<file path="src/rtl/ivc_pkg.sv">
// shared types and constants for the incremental vector covariance block
// no dependencies

package ivc_pkg;

  localparam int unsigned DataW = 32;
  localparam int unsigned CovW  = 64;
  localparam int unsigned LenW  = 11;
  localparam logic [31:0] CountMax = 32'hFFFF_FFFF;

  // register addresses (word index)
  localparam logic [0:0] RegVectorLength = 1'b0;

  // datapath operations issued by the controller
  typedef enum logic [5:0] {
    OP_IDLE  = 6'b000001,
    OP_LOAD  = 6'b000010,
    OP_DIFF  = 6'b000100,
    OP_MUL   = 6'b001000,
    OP_DIV   = 6'b010000,
    OP_WRITE = 6'b100000
  } dp_op_t;

  typedef struct packed {
    dp_op_t      op;
    logic        div_start;
    logic [1:0]  div_sel;    // 0 cov magnitude, 1 product, 2 dx, 3 dy
    logic        update_cov;
  } dp_cmd_t;

  typedef struct packed {
    logic div_done;
  } dp_status_t;

  localparam logic [1:0] DivCov  = 2'd0;
  localparam logic [1:0] DivProd = 2'd1;
  localparam logic [1:0] DivDx   = 2'd2;
  localparam logic [1:0] DivDy   = 2'd3;

endpackage

</file>
<file path="src/rtl/ivc_controller.sv">
// controller: clearing sweep, element sequencing, handshakes
// depends on ivc_pkg

module ivc_controller #(
  parameter int unsigned MaxElements = 1024,
  parameter int unsigned PosW = 10
) (
  input  logic                clk,
  input  logic                rst,
  input  logic                in_fire,
  output logic                in_ready,
  output logic                res_valid,
  input  logic                res_ready,
  input  logic [10:0]         vector_length,
  input  ivc_pkg::dp_status_t status,
  output ivc_pkg::dp_cmd_t    cmd,
  output logic [PosW-1:0]     pos,
  output logic [31:0]         n,
  output logic                last,
  output logic [PosW-1:0]     clr_addr,
  output logic                clr_en
);

  typedef enum logic [8:0] {
    S_CLEAR = 9'b000000001,
    S_IDLE  = 9'b000000010,
    S_RD    = 9'b000000100,
    S_LOAD  = 9'b000001000,
    S_DIFF  = 9'b000010000,
    S_MUL   = 9'b000100000,
    S_DIV   = 9'b001000000,
    S_OUT   = 9'b010000000,
    S_WR    = 9'b100000000
  } state_t;

  state_t      state;
  logic [1:0]  div_sel;
  logic        div_go;
  logic [31:0] count;
  logic [16:0] len_eff;
  logic        use_cov;

  always_comb begin
    len_eff = (vector_length == 11'd0) ? 17'd1 : 17'(vector_length);
    if (len_eff > 17'(MaxElements)) len_eff = 17'(MaxElements);
  end

  assign use_cov = n > 32'd2;

  always_ff @(posedge clk) begin
    if (rst) begin
      state    <= S_CLEAR;
      clr_addr <= '0;
      pos      <= '0;
      count    <= '0;
      n        <= 32'd1;
      div_go   <= 1'b0;
      div_sel  <= ivc_pkg::DivCov;
      last     <= 1'b0;
    end else begin
      div_go <= 1'b0;
      case (state)
        S_CLEAR: begin
          clr_addr <= clr_addr + PosW'(1);
          if (32'(clr_addr) == MaxElements - 1) state <= S_IDLE;
        end
        S_IDLE: if (in_fire) begin
          if (pos == '0) begin
            if (count != ivc_pkg::CountMax) begin
              count <= count + 32'd1;
              n     <= count + 32'd1;
            end
          end
          state <= S_RD;
        end
        S_RD:   state <= S_LOAD;
        S_LOAD: state <= S_DIFF;
        S_DIFF: state <= S_MUL;
        S_MUL: begin
          div_sel <= use_cov ? ivc_pkg::DivCov : ivc_pkg::DivDx;
          div_go  <= 1'b1;
          state   <= S_DIV;
        end
        S_DIV: if (status.div_done) begin
          if (div_sel == ivc_pkg::DivDy) begin
            state <= S_WR;
          end else begin
            div_sel <= div_sel + 2'd1;
            div_go  <= 1'b1;
          end
        end
        S_WR: begin
          last  <= 17'(pos) + 17'd1 >= len_eff;
          pos   <= (17'(pos) + 17'd1 >= len_eff) ? '0 : pos + PosW'(1);
          state <= S_OUT;
        end
        S_OUT: if (res_ready) state <= S_IDLE;
        default: state <= S_IDLE;
      endcase
    end
  end

  always_comb begin
    cmd.div_start  = div_go;
    cmd.div_sel    = div_sel;
    cmd.update_cov = use_cov;
    case (state)
      S_LOAD:  cmd.op = ivc_pkg::OP_LOAD;
      S_DIFF:  cmd.op = ivc_pkg::OP_DIFF;
      S_MUL:   cmd.op = ivc_pkg::OP_MUL;
      S_DIV:   cmd.op = ivc_pkg::OP_DIV;
      S_WR:    cmd.op = ivc_pkg::OP_WRITE;
      default: cmd.op = ivc_pkg::OP_IDLE;
    endcase
  end

  assign in_ready  = state == S_IDLE;
  assign res_valid = state == S_OUT;
  assign clr_en    = state == S_CLEAR;

  a_one_side: assert property (@(posedge clk) disable iff (rst) !(in_ready && res_valid))
    else $error("input and result both open");
  a_n_pos: assert property (@(posedge clk) disable iff (rst) state != S_CLEAR |-> n != 32'd0)
    else $error("zero divisor");
  a_stall: assert property (@(posedge clk) disable iff (rst)
    res_valid && !res_ready |=> res_valid)
    else $error("result dropped");

endmodule
</file>
<file path="config.mk">
export PLATFORM = sky130hd
export DESIGN_NAME = ivc_controller
export DESIGN_NICKNAME = d
export VERILOG_FILES = /design/src/rtl/ivc_pkg.sv /design/src/rtl/ivc_controller.sv
export SDC_FILE = /design/constraint.sdc
export NUM_CORES = 1
export LEC_CHECK = 0
export BUFFER_PORTS_ARGS = -buffer_cell sky130_fd_sc_hd__buf_2
export CORE_ASPECT_RATIO = 0.7
export CORE_UTILIZATION = 55
export DETAILED_ROUTE_END_ITERATION = 8
export HOLD_SLACK_MARGIN = 0.03
export PLACE_DENSITY = 0.86
export SYNTH_ARGS = -nofsm -noshare
export SYNTH_HDL_FRONTEND = slang
export SYNTH_SLANG_ARGS = --single-unit
</file>
<file path="constraint.sdc">
create_clock -name clk -period 3 [get_ports clk]
set_input_delay 0.15 -clock clk [delete_from_list [all_inputs] [get_ports clk]]
set_output_delay 0.15 -clock clk [all_outputs]
set_load 0.01 [all_outputs]
</file>
==> out/results.ini <==
[timing]
setup_tns_ns=0
max_freq_ghz=0.351
slew_viol_final=0
rsz0062_at_grt=false
finalCritPeriodShare_pct=94.9
tightest_slew_ns=0.752
relSlewSlack_pct=49.9
setup_viol=0
fin_crit_ns=2.85
hold_violations=0
skew_ns=0.00806

[layout]
diodes=0
nets=580
syn_to_final_growth_pct=10.0
fillCellCount=651
drive_gt1_share_pct=21.3

[logic_synthesis]
synth-seq-area-share_pct=31.6
syn_area_um2=4190
synth_enable_flop_cells=0
yosysWarnings=0
synth_ff_type=dfxtp_1
synth_cells=505
synthArstFlopShare_pct=0
yosysUniqueCellTypes=59
synth_seq_cells=66
syn-num-nets=537
avgSynthCellArea_um2=8.29

[global_route]
grt_pass1_vias=3359
overflow=0
grt_first_pass_wirelength_mm=15.8
grt_antenna_before_repair=0
grtUsageTotal_pct=25.5
grt_max_degree=43

[die]
num_io_pins=82
chipWidth_um=106
fp.dieH_um=75.0
dieArea_um2=7970
rows=26
initial_core_util_pct=57.2
core_region_area_um2=7320

[critical_path]
startpoint_type=flop
critPathCaptureType=flop
cp_max_fo=11
arrival_ns=3.15
required_ns=3.30
rrSetupSlack_ns=0.15
r2r-start=pos[2]
path_class=flop to flop
timing.critical_path.from=pos[2]
rr_endpoint=last
r2r_cells=10

[worst_hold_path]
hold_depth=3
hp-start=res_ready
hp-class=input port to flop
min_to=state[7]

[clock_tree]
ctsHoldBuffers=0
clockRootBuffer=clkbuf_8
htree_levels=3
clock_path_buffers=2
numCtsBuffers=9
worstSkewPairLatency_ns=0.36
cts_tree=done
ctsResizeCount=0
post_cts.repair.setup_buffers=0
cts_num_sinks=66
clk_pin_slew_worst_paths_ns=0.07

[power]
ir_drop_v=0.000307
finalPower_uw=1900
leakage_uw=0.00193
power_density_nw_per_um2=413

[drt]
first_pass_iters=4
wl_per_cell_um=15.0
wirelength_mm=9.78
drc=0
drt_iter0_markers=162
via_per_inst=5.84
antenna_left=0
vias=3799

[job]
maxCapViolCount=0

[placed_design]
io_buffers=81
dp_hpwl_mm=7.30
gp_congestion=0.939

[run_status]
status=completed

## logic make-up after synthesis
kind of cell             share of synthesized area [%]
AND/OR/NAND/NOR                                   34.3
AO/OA/AOI/OAI                                     12.0
flip-flops                                        31.6
buffers and inverters                             9.50
XOR/XNOR                                          5.23
adder cells (fa/ha/maj)                           4.78
multiplexers                                      2.60
## registers in the layout, summed over array words and instances (netlist names)
signal and cells:
div_sel 2, clr_addr 10, state 9, pos 10
n 32, count 1, last 1, div_go 1
## metal layers
metal  wire, um  vias up  GRT usage [%]  part of all wire [%]
met5          0        -              0                     0
met4        101        0           7.10                   1.0
met3        508        8           7.71                   5.2
met2       4420       95           41.0                    45
met1       4750     1772           33.6                    49
li1           -     1924              -                     -
## where the power goes
group	switching (uW)	internal [uW]	total, uW	leakage [uW]
logic	100	71.6	172	0.00128
registers	25.0	894	919	0.000532
clock network	334	476	810	0.000110
total	459	1440	1900	0.00193
## layout by cell type, fill, tap and decap left out, types with 4 or more instances in the layout
cell	netlist	layout
buf_2	8	81
dfxtp_1	66	66
nor2_1	39	39
nand2_1	33	33
a21oi_1	30	30
nand3_1	21	21
nor3_1	21	21
o21ai_0	20	20
nor4_1	19	19
nand4_1	17	17
or3_1	16	16
ha_1	16	16
xor2_1	13	13
clkbuf_8	0	13
xnor2_1	12	12
inv_1	11	11
and4_1	11	11
and3_1	10	10
and2_1	10	10
nor2b_1	10	10
or4_1	10	10
o31ai_1	10	10
a211oi_1	5	5
nand2b_1	4	4
mux2_2	4	4
## per-stage QoR
stage               hold WS, ns  instances  area (um2)  setup slack, ns  utilization (%)
detailed placement        0.494        635        4390            0.242             60.0
finish                    0.135        651        4610            0.152             62.9
global route              0.135        651        4610          0.00209             62.9
global placement          0.480        635        4390            0.324             60.0
floorplan                 0.245        505        4190            0.471                -
CTS                       0.113        651        4610            0.215             62.9
## cell usage after synthesis (2+ instances only)
library cell	count	share of area, %
mux2_2	4	1.1
nor3_2	3	0.72
a211oi_1	5	0.90
nor4_1	19	2.8
nand3_1	21	2.5
nand2_1	33	3.0
mux2_1	3	0.81
clkbuf_1	5	0.45
buf_4	35	6.3
xnor2_1	12	2.5
nor2b_1	10	1.5
nand4_1	17	2.5
a21o_1	2	0.36
buf_2	8	0.96
buf_1	2	0.18
o2111ai_1	3	0.63
ha_1	16	4.8
or4_1	10	1.8
nand2b_1	4	0.60
nor2_1	39	3.5
dfxtp_1	66	32
nor4b_1	3	0.63
a21oi_1	30	3.6
and3_1	10	1.5
nor3_1	21	2.5
and2_1	10	1.5
nand4_4	2	1.0
inv_1	11	0.99
xor2_1	13	2.7
a31oi_1	3	0.45
o21ai_0	20	2.4
o31ai_1	10	1.8
and4_1	11	2.3
and4b_1	2	0.48
mux2i_1	3	0.72
or3_1	16	2.4
## area by class of cell
| class | instances | area, um2 | area share [%] |
|---|---|---|---|
| multi-input combinational | 374 | 2470 | 53.6 |
| sequential | 66 | 1320 | 28.7 |
| timing repair buffer | 83 | 420 | 9.13 |
| clock buffer | 15 | 186 | 4.05 |
| tap | 98 | 123 | 2.66 |
| inverter | 14 | 57.6 | 1.25 |
| clock inverter | 1 | 30.0 | 0.652 |
## how the worst max path moves through the flow
stage               endpoint  slack [ns]  depth (start not counted)
floorplan             pos[0]        0.47                         10
CTS                     last        0.22                         10
global placement        last        0.32                          9
global route            last       0.002                         10
finish                  last        0.15                         10
detailed placement      last        0.24                         10
## worst max-delay path: stages (launching register included)
cell	delay [ns]
dfxtp_1	0.44
and3_1	0.28
nand4_1	0.25
nor2_1	0.21
xor2_1	0.09
ha_1	0.30
o2111a_1	0.18
nand4_1	0.10
a211oi_1	0.26
o31a_1	0.47
o21ba_2	0.21
(Power assumes the default switching activity.)
